`src/design/arb_pkg.sv`:
```
package arb_pkg;

  localparam int DEFAULT_DEPTH    = 1024;
  localparam int DEFAULT_CHANNELS = 2;

  localparam int SAMPLE_W = 16;
  localparam int THR_W    = 12;
  localparam int STEP_W   = 17;
  localparam int ONE_Q16  = 65536;

  // configuration port
  localparam int CFG_IDX_W  = 3;
  localparam int CFG_DATA_W = 17;

  typedef enum logic [CFG_IDX_W-1:0] {
    REG_LOW_THRESHOLD  = 3'd0,
    REG_HIGH_THRESHOLD = 3'd1,
    REG_NOMINAL_STEP   = 3'd2,
    REG_SLOW_STEP      = 3'd3,
    REG_FAST_STEP      = 3'd4
  } cfg_reg_t;

  localparam logic [THR_W-1:0]  LOW_THRESHOLD_RST  = 12'd128;
  localparam logic [THR_W-1:0]  HIGH_THRESHOLD_RST = 12'd256;
  localparam logic [STEP_W-1:0] NOMINAL_STEP_RST   = 17'd65536;
  localparam logic [STEP_W-1:0] SLOW_STEP_RST      = 17'd64881;
  localparam logic [STEP_W-1:0] FAST_STEP_RST      = 17'd66191;

  // shared multiplier operand widths
  localparam int MUL_A_W = 36;
  localparam int MUL_B_W = 20;
  localparam int MUL_P_W = MUL_A_W + MUL_B_W;

  // weight divider: scaled numerator divided by six
  localparam int DIV_W = 34;
  // ceil(2^37 / 6), split at bit 18 into a high and a low half
  localparam int RECIP_SHIFT = 37;
  localparam int RECIP_LO_W  = 18;
  localparam logic [RECIP_LO_W-1:0] RECIP_HI = 18'd87381;
  localparam logic [RECIP_LO_W-1:0] RECIP_LO = 18'd87382;

  typedef struct packed {
    logic                       func;
    logic signed [SAMPLE_W-1:0] sample_left;
    logic signed [SAMPLE_W-1:0] sample_right;
    logic                       block_end;
  } in_item_t;

  typedef struct packed {
    logic signed [SAMPLE_W-1:0] out_left;
    logic signed [SAMPLE_W-1:0] out_right;
  } out_item_t;

endpackage

```
`src/design/arb_mul.sv`:
```
module arb_mul (
  input  logic                                clk,
  input  logic                                en,
  input  logic signed [arb_pkg::MUL_A_W-1:0]  a,
  input  logic signed [arb_pkg::MUL_B_W-1:0]  b,
  output logic signed [arb_pkg::MUL_P_W-1:0]  prod
);
  import arb_pkg::*;

  always_ff @(posedge clk) begin
    if (en) begin
      prod <= MUL_P_W'(a) * MUL_P_W'(b);
    end
  end

endmodule

```
`config.mk`:
```
export PLATFORM = sky130hd
export DESIGN_NAME = arb_mul
export DESIGN_NICKNAME = d
export VERILOG_FILES = /design/src/design/arb_pkg.sv /design/src/design/arb_mul.sv
export SDC_FILE = /design/constraint.sdc
export NUM_CORES = 2
export LEC_CHECK = 0
export BUFFER_PORTS_ARGS = -buffer_cell sky130_fd_sc_hd__buf_2
export CAP_MARGIN = 20
export CORE_ASPECT_RATIO = 0.8
export CORE_MARGIN = 2
export CORE_UTILIZATION = 40
export DETAILED_ROUTE_END_ITERATION = 7
export PLACE_DENSITY = 0.56
export SLEW_MARGIN = 10
export SYNTH_ARGS = -nofsm -noshare
export SYNTH_HDL_FRONTEND = slang
export SYNTH_SLANG_ARGS = --single-unit
export TNS_END_PERCENT = 50
```
`constraint.sdc`:
```
create_clock -name clk -period 7.35 [get_ports clk]
set_input_delay 1.47 -clock clk [delete_from_list [all_inputs] [get_ports clk]]
set_output_delay 1.47 -clock clk [all_outputs]
set_load 0.005 [all_outputs]
```
After elaboration in Yosys (flattened, before gate mapping)
Cells that the tools add are included.

$mul: 1.

Operators with widths (count): $mul 36x20->56 (1).

Bits of input ports: 58. Output and inout bits: 56. Word-level logic and storage cells: 2. Register bits after elaboration: 56.

Depth between registers and ports, before layout
Depth in word-level cells: 1. Gate-level depth with buffers: 28.

Worst setup path before layout
Ideal clock, no wire load.

Path kind: input-to-reg. Start: input port a[35] in the netlist's numbering. End: register prod[52] in the netlist's numbering, data pin. Library setup time: 0.263 ns. Cell stages on the path: 21. Required time: 7.087 ns. Arrival: 7.725 ns. Slack: -0.637 ns. Cell sequence: clkbuf_1 -> clkbuf_1 -> nand2_1 -> fa_1 -> inv_1 -> fa_1 -> fa_1 -> fa_1 -> fa_1 -> inv_1 -> fa_1 -> fa_1 -> inv_1 -> ha_1 -> clkbuf_1 -> a21o_1 -> a21o_1 -> a221oi_1 -> o31ai_1 -> o41ai_2 -> xnor2_1.

Cells in the longest elaborated chain, start to end: 1.

RTL lines: start: declaration (line arb_mul.sv:4) `input logic signed [arb_pkg::MUL_A_W-1:0] a,`; $mul 36x20->56 (line arb_mul.sv:12) `prod <= MUL_P_W'(a) * MUL_P_W'(b);`; end signal: assignment (line arb_mul.sv:12); end: declaration (line arb_mul.sv:6) `output logic signed [arb_pkg::MUL_P_W-1:0] prod`.

No other way between the ends. A chain may end at the register's enable or synchronous reset.

Worst setup path after layout
Start: input port a[10] in the netlist's numbering. End: register prod[52] in the netlist's numbering, data pin.

The elaborated chain is that of the path after synthesis.

==> run metrics <==
Net Count, Synth=3822; Slew @ Worst Pin=966 ps; Rows=85; Final setup viols=26; crit path max fanout=5; vias=20382; Routed Antenna Nets=0; biggest regs=prod x56; Largest register FFs=56; first-pass GRT wire length=129 mm; Area Overhead vs Synth=24.7%; Mean Syn Cell Area=9.28 um^2; met2 usage=36.0%; pre-CTS WS=-1340 ps; buffers added on ports=113; number of CTS-inserted buffers=5; drt wl/cell=18.9 um; Die W=295 um; starting density of the core=40.3%; type of the worst setup path=input port to flip-flop; WP data arrival=7920 ps; Synth Instances=2917; clock buffer depth=2; busiest grt layer=met2; largest net degree at the start of global routing=55; Endpoint, Worst Hold=prod[21]$_DFFE_PP_; vias in the first global route=22770; Synth cell types=52; grt met3 use=6.85%; clock transition at the registers of the reported paths=100 ps; Sum Neg Setup Slack=-7130 ps; Pre-Repair DR Iteration Count=5; DP Cell Count=4164; status=complete, but fails checks; height of the chip=237 um; Ant. Diodes=0; CTS sink cnt=56; ys async rst share=0%; Post-CTS Hold Buffers=0; WHS=1370 ps; post-route insts no fill=4236; DRC=0; core area=67100 um^2; drt total wl=80.1 mm; most frequent cells in the layout=749 x inv_1, 675 x fa_1, 363 x buf_4, 342 x and2_1, 339 x nand2_1; First DRT Iteration DRCs=1171; root buffer cell=clkbuf_16; setup ws final=-473 ps; final slew viol count=0; total global routing overflow=0; die footprint=69800 um^2; Total GRT Usage=24.2%; post-DP HPWL=67.7 mm; vias per inst=4.81; CTS tree=built; grt met1 use=35.5%; H-tree depth=2; Final Wtd Congestion=0.898; Yosys warning count=0; violated checks=negative setup slack; Hold WC Path Type=input port to flip-flop; commonest non-fill, non-tap cell in the layout=inv_1; Fin. Hold Viols=0; share of cells above drive strength 1=23.7%; Peak Freq=128 MHz; part of the Yosys area used for sequential elements=6.21%; Most flops, register=prod; RSZ-0062 raised after global routing=yes; Max Cap Viol=0; fin crit period=7820 ps; WP data required=7450 ps; Yosys reg bits=56; Critical Path Source Type=input port; Layout Nets=4227; Worst Hold Depth=1; I/O pin count=114; Max-slew headroom=35.6%; EDFF count, synth=56; Worst Setup End Kind=flip-flop; Synth Cell Area=27100 um^2; Top FF cell, synth=edfxtp_1; hold path start=en; ratio of final minimum period to clock period=106%; initial antenna violation count=4
==> metrics by stage <==
stage          area (um^2)  util [%]
2_1_floorplan        27600         -
3_5_place_dp         31400      46.7
3_3_place_gp         31400      46.7
4_1_cts              33000      49.2
6_report             33700      50.3
5_1_grt              33700      50.3
==> routing by layer <==
layer	share of wire, %	wire, um
met1	46	36700
met2	44	34900
met3	9.1	7250
met4	1.5	1180
met5	0.051	41
==> Yosys cell counts (2+ instances only) <==
master,instances,area share (%)
inv_1,779,11
fa_1,708,52
and2_1,371,8.6
nand2_1,351,4.9
clkbuf_1,158,2.2
ha_1,139,6.4
nor2_1,59,0.82
edfxtp_1,56,6.2
a21oi_1,51,0.94
a21o_1,43,1.2
xnor2_1,40,1.3
o21ai_0,19,0.35
xor2_1,19,0.61
nor3_1,12,0.22
nand2b_1,10,0.23
nand4_1,10,0.23
o21a_1,10,0.28
nand3_1,8,0.15
nor2b_1,7,0.16
a211oi_1,6,0.17
o31ai_1,6,0.17
and3_1,5,0.12
o21bai_1,5,0.14
a31oi_1,4,0.092
a211o_1,3,0.097
a311oi_1,3,0.097
a31o_2,3,0.097
o211ai_1,3,0.083
o31a_1,3,0.097
a22oi_1,2,0.055
and4_1,2,0.065
or3_1,2,0.046
==> cell families after synthesis <==
kind of cell               after synthesis  share of synthesized area, %
AOI/OAI and AO/OA                      175                          4.43
buffers and inverters                  937                          13.0
adders and majority gates              847                          58.8
xor gates and xnor gates                59                          1.91
DFF                                     56                          6.21
and+or+nand+nor                        843                          15.7
==> what timing repair did <==
action	in CTS	in global routing
resized for setup	249	130
buffers inserted	39	24
endpoints found under the setup margin	30	32
gates cloned	7	1
pin swaps	126	123
==> critical path, cell delays in order <==
cell       delay (ps)
buf_8             110
buf_4             140
and2_4            130
fa_1              470
inv_1              50
fa_1              480
fa_1              540
inv_2              40
fa_1              570
fa_1              440
fa_2              580
fa_1              460
ha_4              240
a21o_1            150
a21o_1            180
a21o_1            200
a2111o_1          440
a2111oi_4         350
buf_6             190
o31ai_4            80
buf_12            150
o41ai_4           330
xnor2_1           110
==> how the worst max path moves through the flow <==
| stage | from | end | slack [ps] | cells after the start |
|---|---|---|---|---|
| detailed placement | b[5] | prod[54]$_DFFE_PP_ | -1340 | 24 |
| floorplan | b[4] | prod[52]$_DFFE_PP_ | -350 | 23 |
| CTS | b[2] | prod[54]$_DFFE_PP_ | -410 | 23 |
| global placement | b[5] | prod[54]$_DFFE_PP_ | -1300 | 26 |
| global route | b[2] | prod[43]$_DFFE_PP_ | -660 | 29 |
| finish | a[10] | prod[52]$_DFFE_PP_ | -470 | 23 |
==> final cells by class <==
class,count,area (um^2)
flip-flops and latches,56,1680
multi-input cells,1924,23000
clock buffers,5,125
well taps,913,1140
fillers,6226,33400
inverters,779,2930
repair buffers,556,4810
clock inverters,3,26.3
Power is not shown: default switching activity piles up to over one toggle a cycle in this logic, so the estimate is an artifact.
