==> config.mk <==
export PLATFORM = sky130hd
export DESIGN_NAME = arb_div
export DESIGN_NICKNAME = d
export VERILOG_FILES = /design/src/design/arb_pkg.sv /design/src/design/arb_div.sv
export SDC_FILE = /design/constraint.sdc
export NUM_CORES = 1
export LEC_CHECK = 0
export BUFFER_PORTS_ARGS = -buffer_cell sky130_fd_sc_hd__buf_2
export CORE_UTILIZATION = 39
export CTS_BUF_LIST = sky130_fd_sc_hd__clkbuf_8 sky130_fd_sc_hd__clkbuf_16
export CTS_CLUSTER_DIAMETER = 120
export DETAILED_ROUTE_END_ITERATION = 10
export PLACE_DENSITY_LB_ADDON = 0.05
export SLEW_MARGIN = 20
export SYNTH_ARGS = -nofsm -noshare
export SYNTH_HDL_FRONTEND = slang
export SYNTH_SLANG_ARGS = --single-unit
==> constraint.sdc <==
create_clock -name clk -period 13.5 [get_ports clk]
set_input_delay 1.35 -clock clk [delete_from_list [all_inputs] [get_ports clk]]
set_output_delay 1.35 -clock clk [all_outputs]
set_load 0.005 [all_outputs]
==> src/design/arb_pkg.sv <==
package arb_pkg;

  localparam int DEFAULT_DEPTH    = 1024;
  localparam int DEFAULT_CHANNELS = 2;

  localparam int SAMPLE_W = 16;
  localparam int THR_W    = 12;
  localparam int STEP_W   = 17;
  localparam int ONE_Q16  = 65536;

  // configuration port
  localparam int CFG_IDX_W  = 3;
  localparam int CFG_DATA_W = 17;

  typedef enum logic [CFG_IDX_W-1:0] {
    REG_LOW_THRESHOLD  = 3'd0,
    REG_HIGH_THRESHOLD = 3'd1,
    REG_NOMINAL_STEP   = 3'd2,
    REG_SLOW_STEP      = 3'd3,
    REG_FAST_STEP      = 3'd4
  } cfg_reg_t;

  localparam logic [THR_W-1:0]  LOW_THRESHOLD_RST  = 12'd128;
  localparam logic [THR_W-1:0]  HIGH_THRESHOLD_RST = 12'd256;
  localparam logic [STEP_W-1:0] NOMINAL_STEP_RST   = 17'd65536;
  localparam logic [STEP_W-1:0] SLOW_STEP_RST      = 17'd64881;
  localparam logic [STEP_W-1:0] FAST_STEP_RST      = 17'd66191;

  // shared multiplier operand widths
  localparam int MUL_A_W = 36;
  localparam int MUL_B_W = 20;
  localparam int MUL_P_W = MUL_A_W + MUL_B_W;

  // weight divider: scaled numerator divided by six
  localparam int DIV_W = 34;
  // ceil(2^37 / 6), split at bit 18 into a high and a low half
  localparam int RECIP_SHIFT = 37;
  localparam int RECIP_LO_W  = 18;
  localparam logic [RECIP_LO_W-1:0] RECIP_HI = 18'd87381;
  localparam logic [RECIP_LO_W-1:0] RECIP_LO = 18'd87382;

  typedef struct packed {
    logic                       func;
    logic signed [SAMPLE_W-1:0] sample_left;
    logic signed [SAMPLE_W-1:0] sample_right;
    logic                       block_end;
  } in_item_t;

  typedef struct packed {
    logic signed [SAMPLE_W-1:0] out_left;
    logic signed [SAMPLE_W-1:0] out_right;
  } out_item_t;

endpackage

==> src/design/arb_div.sv <==
module arb_div (
  input  logic                        clk,
  input  logic                        rst,
  input  logic                        start,
  input  logic [arb_pkg::DIV_W-1:0]   dividend,
  output logic                        done,
  output logic [arb_pkg::DIV_W-1:0]   quotient
);
  import arb_pkg::*;

  localparam int PROD_W = DIV_W + RECIP_LO_W;

  typedef enum logic [1:0] {
    D_IDLE, D_LOW, D_HIGH
  } phase_t;

  phase_t                phase;
  logic [DIV_W-1:0]      x;
  logic [RECIP_LO_W-1:0] factor;
  logic [PROD_W-1:0]     part;
  logic [PROD_W-1:0]     lo_part;
  logic [PROD_W-1:0]     total;

  // divide by six as x * ceil(2^37 / 6) >> 37, one half of the factor per cycle
  always_comb begin
    factor = (phase == D_LOW) ? RECIP_LO : RECIP_HI;
    part   = PROD_W'(x) * PROD_W'(factor);
    total  = part + (lo_part >> RECIP_LO_W);
  end

  always_ff @(posedge clk) begin
    if (rst) begin
      phase <= D_IDLE;
      done  <= 1'b0;
    end else begin
      done <= 1'b0;
      case (phase)
        D_IDLE: begin
          if (start) begin
            x     <= dividend;
            phase <= D_LOW;
          end
        end
        D_LOW: begin
          lo_part <= part;
          phase   <= D_HIGH;
        end
        D_HIGH: begin
          quotient <= DIV_W'(total >> (RECIP_SHIFT - RECIP_LO_W));
          done     <= 1'b1;
          phase    <= D_IDLE;
        end
        default: phase <= D_IDLE;
      endcase
    end
  end

endmodule

* Word level (Yosys, flattened, before mapping)
Index checks and enable logic that the tools add are counted.
** Word-level totals
- Flip-flop bits (word level) :: 122
- Bits in latches :: 0
- RAM bits :: 0
- Bits in read-only memories :: 0
- Output and inout bits :: 35
- Word-level logic and storage cells :: 19
- Memories kept :: 0
** Cells by class
- Add/subtract/negate cells :: 1
- Multipliers :: 1
- Divide/modulo/power cells :: 0
- $lt $le $gt $ge :: 0
- Equality and inequality tests :: 3
- Shift-type cells :: 0
- Muxes and demuxes :: 4
- Bitwise operators :: 1
- Reductions and logical operators :: 4
** Operator list (count)
- adder 51 x 34 -> 52 bit :: 1
- multiplier 34 x 17 -> 51 bit :: 1
- two-way mux 2 bit :: 2
- case mux 2 bit (2 select lines) :: 1
- AND reduction 2 bit :: 2
- AND reduction 3 bit :: 1
- == test 2 x 1 -> 1 bit (second input constant) :: 1
- == test 2 bit (second input constant) :: 1
- zero test 2 bit :: 1
- != test 2 bit (second input constant) :: 1
- two-way mux 1 bit :: 1
- NOT 1 bit :: 1

* Logic depth before layout (Yosys ltp)
Gate-level depths: netlist (run 1).
- Depth in word-level cells :: 4
- Gate-level depth with buffers :: 33
- Mapped depth without buffers :: 30

* Worst setup path before layout (run 1)
OpenSTA, ideal clock, no wires.
- Path type :: register to register
- Start :: register phase[1]
- End :: register quotient[30] (netlist bit), data pin
- Setup time :: 266 ps
- Arrival :: 7041 ps
- Data required time :: 13234 ps
- Setup slack :: 6192 ps
- Stages on the path, launching flop included :: 32
- Clock period less this slack :: 7308 ps
- Cell sequence :: dfxtp_1 nand2b_1 clkbuf_1 clkbuf_1 nand2_1 fa_1 inv_1 fa_1 fa_1 inv_1 fa_1 inv_1 ha_1 a21oi_1 o21ai_1 a22oi_1 nand2_1 a21o_1 a21oi_1 xnor2_1 ha_1 nand3_1 nor3_1 o21ai_0 a21o_1 a211o_1 a211oi_4 and3_1 buf_4 nand3_4 nor4_2 xnor2_1
** Between the ends
- Longest elaborated chain between the ends :: 4
** RTL lines
- start, declared :: line arb_div.sv:17 : phase_t phase;
- start signal, assigned :: line arb_div.sv:33 : phase <= D_IDLE;
- start signal, assigned :: line arb_div.sv:41 : phase <= D_LOW;
- start signal, assigned :: line arb_div.sv:46 : phase <= D_HIGH;
- == test 2 x 1 -> 1 bit :: line arb_div.sv:26 : factor = (phase == D_LOW) ? RECIP_LO : RECIP_HI;
- two-way mux 2 bit :: line arb_div.sv:26
- multiplier 34 x 17 -> 51 bit :: line arb_div.sv:27 : part = PROD_W'(x) * PROD_W'(factor);
- net part[26] :: line arb_div.sv:20 : logic [PROD_W-1:0] part;
- adder 51 x 34 -> 52 bit :: line arb_div.sv:28 : total = part + (lo_part >> RECIP_LO_W);
- net total[49] :: line arb_div.sv:22 : logic [PROD_W-1:0] total;
- end signal, assigned :: line arb_div.sv:49 : quotient <= DIV_W'(total >> (RECIP_SHIFT - RECIP_LO_W));
- end, declared :: line arb_div.sv:7 : output logic [arb_pkg::DIV_W-1:0] quotient
The timed path passes the listed nets, and every way through them passes these cells.
A chain may end at the register's enable or synchronous reset.

* Worst setup path after layout (run 1)
- Start :: register phase[0]
- End :: register quotient[30] (netlist bit), data pin
Same word-level chain as after synthesis.

==> results of run 1 <==
==> worst paths after layout <==
path / startpoint / endpoint / slack, ns / cells after the start
worst min-delay path: phase[1]$_SDFFE_PP0P_ / phase[0]$_SDFFE_PP0P_ / 0.56 / 1
worst max register to register: phase[0]$_SDFFE_PP0P_ / quotient[30]$_DFFE_PP_ / 4.99 / 29
worst max-delay path: phase[0]$_SDFFE_PP0P_ / quotient[30]$_DFFE_PP_ / 4.99 / 29
worst min register to register: phase[1]$_SDFFE_PP0P_ / phase[0]$_SDFFE_PP0P_ / 0.56 / 1
==> Yosys cell counts (all sizes together) (4+ instances only) <==
master	n	area, um^2
nor4	5	43.79
and2	9	56.30
xor2	24	210.2
and3	9	56.30
nand2b	6	37.54
o211ai	9	67.56
buf	10	61.30
nor3	17	85.08
xnor2	44	385.4
nand3	12	72.57
edfxtp	100	3003
nand4	21	131.4
nor2b	6	37.54
a31oi	4	25.02
inv	397	1490
o21ai	57	289.0
o21a	10	75.07
a21o	17	127.6
nand2	107	404.1
a211oi	11	95.09
clkbuf	19	71.32
fa	242	4845
nor2	84	315.3
a21oi	80	400.4
ha	233	2915
o21bai	6	45.04
==> layer usage <==
| layer | global-route usage, % | vias up | routed length, um |
|---|---|---|---|
| li1 | - | 5190 | - |
| met1 | 28.38 | 5432 | 18750 |
| met2 | 34.81 | 163 | 20220 |
| met3 | 2.616 | 32 | 1246 |
| met4 | 5.747 | 0 | 721 |
| met5 | 0 | - | 0 |
==> state kept, by name (all words and copies together) (netlist names) <==
| signal | cells |
|---|---|
| x | 34 |
| quotient | 33 |
| done | 1 |
| lo_part | 33 |
| phase | 2 |
==> kinds of logic (layout without fill, tap and decap cells) <==
kind of cell	count (synthesis)	in the layout
adders and majority gates	475	475
muxes	1	1
xor gates and xnor gates	68	68
other	1	5
buffers and inverters	426	489
AOI/OAI and AO/OA	220	220
and+or+nand+nor	286	286
DFF	103	103
==> per-stage QoR <==
| stage | utilization (%) | cell area, um^2 | hold WS (ns) | setup WS (ns) |
|---|---|---|---|---|
| 3_5_place_dp | 41.93 | 16700 | 0.5383 | 4.940 |
| 6_report | 42.74 | 17020 | 0.5551 | 4.986 |
| 2_1_floorplan | - | 15760 | 0.4612 | 6.192 |
| 5_1_grt | 42.74 | 17020 | 0.5846 | 4.347 |
| 3_3_place_gp | 41.93 | 16700 | 0.5210 | 5.042 |
| 4_1_cts | 42.74 | 17020 | 0.5467 | 4.914 |
==> area by class of cell <==
cell class | instances | area (um^2)
clock buffer | 9 | 225.2
clock inverter | 7 | 97.59
fill | 4011 | 22800
inverter | 397 | 1490
multi-input combinational | 1055 | 11090
sequential | 103 | 3063
tap | 525 | 656.9
timing repair buffer | 76 | 395.4
==> impl_metrics.env, run 1 <==
export IMPL_grt_max_degree=37
export IMPL_drc=0
export IMPL_dieHeight_um=202.9
export IMPL_clk_pin_slew_worst_paths_ns=0.08
export IMPL_synth_compound_area_share_pct=8.668
export IMPL_coreArea_mm2=0.03982
export IMPL_clk_latency_ns=0.40
export IMPL_postCtsSetupBuffers=0
export IMPL_first_global_vias=11270
export IMPL_rsz0062_at_grt="no"
export IMPL_async_flop_share_pct=0
export IMPL_numCtsBuffers=9
export IMPL_synth_adder_area_share_pct=49.28
export IMPL_maxCapViolCount=0
export IMPL_critPathMaxFanout=25
export IMPL_dp_hpwl_mm=35.76
export IMPL_io_buffers=70
export IMPL_setup_viol=0
export IMPL_yosysWarnings=0
export IMPL_syn_area_mm2=0.01575
export IMPL_synth_edf_count=100
export IMPL_min_period_over_period_pct=63.07
export IMPL_start_util_pct=39.54
export IMPL_drive_above_1_share_pct=6.436
export IMPL_syn_to_final_growth_pct=8.088
export IMPL_groute_usage_overall_pct=20.84
export IMPL_hold_viol=0
export IMPL_max_clock_path_buffers=2
export IMPL_clk_root_buffer_cell="clkbuf_16"
export IMPL_cts_sinks=103
export IMPL_route_vias_total=10820
export IMPL_antenna_cells=0
export IMPL_critPathRequiredTime_ns=13.64
export IMPL_fp_dieW_um=202.9
export IMPL_antenna_left=0
export IMPL_synth_cell_type_count=59
export IMPL_fin_worst_skew_ns=0.01306
export IMPL_postSynthCellCount=1580
export IMPL_synth_seq_cells=103
export IMPL_first_pass_iters=5
export IMPL_pin_count=72
export IMPL_yosys_area_share_simple_pct=8.430
export IMPL_ys_seq_area_share_pct=19.45
export IMPL_drtIter0Drc=675
export IMPL_tightest_slew_ns=0.6550
export IMPL_hold_path_class="reg2reg"
export IMPL_crit_path_end_kind="register"
export IMPL_path_delay_family="adder cells"
export IMPL_yosys_area_share_xor_xnor_pct=3.782
export IMPL_cts_tree="yes"
export IMPL_row_count=73
export IMPL_routedWlPerCell_um=18.85
export IMPL_layout_commonest_cell="inv_1"
export IMPL_setup_tns_ns=0
export IMPL_path_class="reg2reg"
export IMPL_stdcell_count=2172
export IMPL_max_freq_ghz=0.1174
export IMPL_cts_htree_levels=3
export IMPL_synth_main_ff_cell="edfxtp_1"
export IMPL_place_inst=2156
export IMPL_antenna_found_initial=0
export IMPL_slowest_delay_ns=0.61
export IMPL_final_cell_mix="inv_1, fa_1, ha_1"
export IMPL_crit_slowest_cell="nor2b_2"
export IMPL_grt_pass1_wl_mm=64.09
export IMPL_routed_wirelength_mm=40.94
export IMPL_worst_path_buf_inv=4
export IMPL_crit_arrival_ns=8.65
export IMPL_min_period_ns=8.514
export IMPL_synth_top_family_by_area="adder cells"
export IMPL_globalplace_congestion=0.8775
export IMPL_muxShareOfSynthArea_pct=0.06356
export IMPL_ctsHoldBuffers=0
export IMPL_avgSynthCellArea_um2=9.967
export IMPL_path_common_cell="fa_1"
export IMPL_worstSetupStartpointType="register"
export IMPL_cts_repair_resized=0
export IMPL_grt_ovfl_total=0
export IMPL_slew_violations=0
export IMPL_final_nets=2154
export IMPL_die_area_mm2=0.04119
export IMPL_status="finished clean"
export IMPL_via_per_inst=4.980
export IMPL_slew_headroom_pct=56.13
Power of run 1 is left out: the tool's default activity adds up to more than one toggle a clock period on the data nets, which glitch-free logic cannot reach.
==> inputs of run 2 (changes only) <==
Clock period 13.5 ns to 8.8 ns, I/O delays scaled along.
==> run 2 against run 1 <==
Die area stayed put. Highest routed layer unchanged. Wire length is 0.29% lower. Cell area is essentially flat. Via count fell by 0.92%. Flip-flop and latch count unchanged. First-iteration DRC count is 26% lower. Final cell count is 0.23% higher. Register-to-register slack got worse by 4.4 ns. Sequential share of layout area hardly changed. Utilization barely moved. Clock skew fell by 0.00095 ns.
==> impl_metrics.env, run 2 (same netlist as run 1, synthesis figures left out) <==
export IMPL_clk_pin_slew_worst_paths_ns=0.08
export IMPL_r2r_end="quotient[30]$_DFFE_PP_"
export IMPL_drtIter0Drc=500
export IMPL_rsz0062_at_grt="no"
export IMPL_crit_slowest_cell="fa_1"
export IMPL_drc=0
export IMPL_maxCapViolCount=0
export IMPL_max_freq_ghz=0.1214
export IMPL_globalplace_congestion=0.8730
export IMPL_reg_top3="x: 34 flops, lo_part: 33 flops, quotient: 33 flops"
export IMPL_crit_start="x[10]$_DFFE_PP_"
export IMPL_min_period_over_period_pct=93.59
export IMPL_fin_worst_skew_ns=0.01211
export IMPL_pin_count=72
export IMPL_path_class="reg2reg"
export IMPL_setup_tns_ns=0
export IMPL_numCtsBuffers=9
export IMPL_top_register="x"
export IMPL_status="finished clean"
export IMPL_routedWlPerCell_um=18.75
export IMPL_cts_htree_levels=3
export IMPL_route_vias_total=10720
export IMPL_postCtsSetupBuffers=0
export IMPL_stdcell_count=2177
export IMPL_drive_above_1_share_pct=6.659
export IMPL_grt_busiest_layer="met2"
export IMPL_critPathRequiredTime_ns=8.93
export IMPL_largest_reg_flops=34
export IMPL_syn_to_final_growth_pct=8.056
export IMPL_crit_arrival_ns=8.37
export IMPL_grt_max_degree=34
export IMPL_slew_violations=0
export IMPL_place_inst=2161
export IMPL_first_pass_iters=5
export IMPL_coreArea_mm2=0.03982
export IMPL_first_global_vias=11370
export IMPL_groute_usage_overall_pct=20.91
export IMPL_setup_viol=0
export IMPL_grt_pass1_wl_mm=64.34
export IMPL_antenna_found_initial=1
export IMPL_slew_headroom_pct=33.65
export IMPL_hold_viol=0
export IMPL_antenna_left=0
export IMPL_min_period_ns=8.236
export IMPL_hold_path_class="reg2reg"
export IMPL_layout_commonest_cell="inv_1"
export IMPL_die_area_mm2=0.04119
export IMPL_dp_hpwl_mm=36.23
export IMPL_crit_path_end_kind="register"
export IMPL_final_nets=2159
export IMPL_via_per_inst=4.923
export IMPL_whs_ns=0.5954
export IMPL_cts_repair_resized=0
export IMPL_io_buffers=70
export IMPL_tightest_slew_ns=0.9926
export IMPL_r2r_start="x[10]$_DFFE_PP_"
export IMPL_use_met2_pct=35.20
export IMPL_cts_sinks=103
export IMPL_routed_wirelength_mm=40.82
export IMPL_reg2reg_depth=29
export IMPL_row_count=73
export IMPL_gr_usage_met3_pct=2.681
export IMPL_worstSetupStartpointType="register"
export IMPL_final_cell_mix="inv_1, fa_1, ha_1"
export IMPL_start_util_pct=39.54
export IMPL_use_met1_pct=28.33
export IMPL_cts_tree="yes"
export IMPL_worstSetupEndpoint="quotient[30]$_DFFE_PP_"
export IMPL_dieHeight_um=202.9
export IMPL_clk_latency_ns=0.39
export IMPL_slowest_delay_ns=0.57
export IMPL_fp_dieW_um=202.9
export IMPL_grt_ovfl_total=0
export IMPL_r2r_slack_ns=0.56
export IMPL_ctsHoldBuffers=0
export IMPL_max_clock_path_buffers=2
export IMPL_fill_cells=4073
export IMPL_clk_root_buffer_cell="clkbuf_16"
export IMPL_antenna_cells=0
export IMPL_critPathMaxFanout=8
-- run 2: cell count changes in the layout (fill, tap and decap cells not counted), sizes merged --
cell,change
buf,+5
bufinv,-1
clkinv,-1
clkinvlp,+2
-- run 2: final cells by class --
cell class | count | area (um^2) | area share (%)
multi-input combinational | 1055 | 11100 | 65.24
tap | 525 | 656.9 | 3.860
timing repair buffer | 81 | 432.9 | 2.544
inverter | 397 | 1490 | 8.757
sequential | 103 | 3063 | 18.00
clock buffer | 9 | 225.2 | 1.324
clock inverter | 7 | 47.55 | 0.2794
-- run 2: through the flow --
stage / util [%] / area [um^2] / worst slack [ns]
after detailed placement: 42.03 / 16740 / 0.4248
final: 42.73 / 17020 / 0.5640
after CTS: 42.71 / 17010 / 0.4124
after floorplan: - / 15760 / 1.492
after global placement: 42.03 / 16740 / 0.5161
after global routing: 42.73 / 17020 / 0.08379
-- run 2: critical path: cells and delay by family, from the launching register on --
family	cells	cell delay, ns
buffers and inverters	4	0.25
adders and majority gates	8	3.40
xor gates and xnor gates	2	0.49
and+or+nand+nor	6	1.15
AOI/OAI and AO/OA	9	2.12
DFF	1	0.56
-- run 2: worst min-delay path by stage --
stage                     cells past startpoint             startpoint  slack, ns                     to
after global placement                        1  phase[1]$_SDFFE_PP0P_       0.52  phase[0]$_SDFFE_PP0P_
after detailed placement                      1  phase[1]$_SDFFE_PP0P_       0.55  phase[0]$_SDFFE_PP0P_
after global routing                          1  phase[1]$_SDFFE_PP0P_       0.63  phase[0]$_SDFFE_PP0P_
after CTS                                     1  phase[1]$_SDFFE_PP0P_       0.56  phase[0]$_SDFFE_PP0P_
final                                         1  phase[1]$_SDFFE_PP0P_       0.60  phase[0]$_SDFFE_PP0P_
after floorplan                               1  phase[1]$_SDFFE_PP0P_       0.46  phase[0]$_SDFFE_PP0P_
-- run 2: layer usage --
metal  vias up  wire [um]
li1       5198          -
met1      5352      18990
met2       137      20200
met3        31        890
met4         0        737
met5         -          0
Power of run 2 is left out for the same reason.
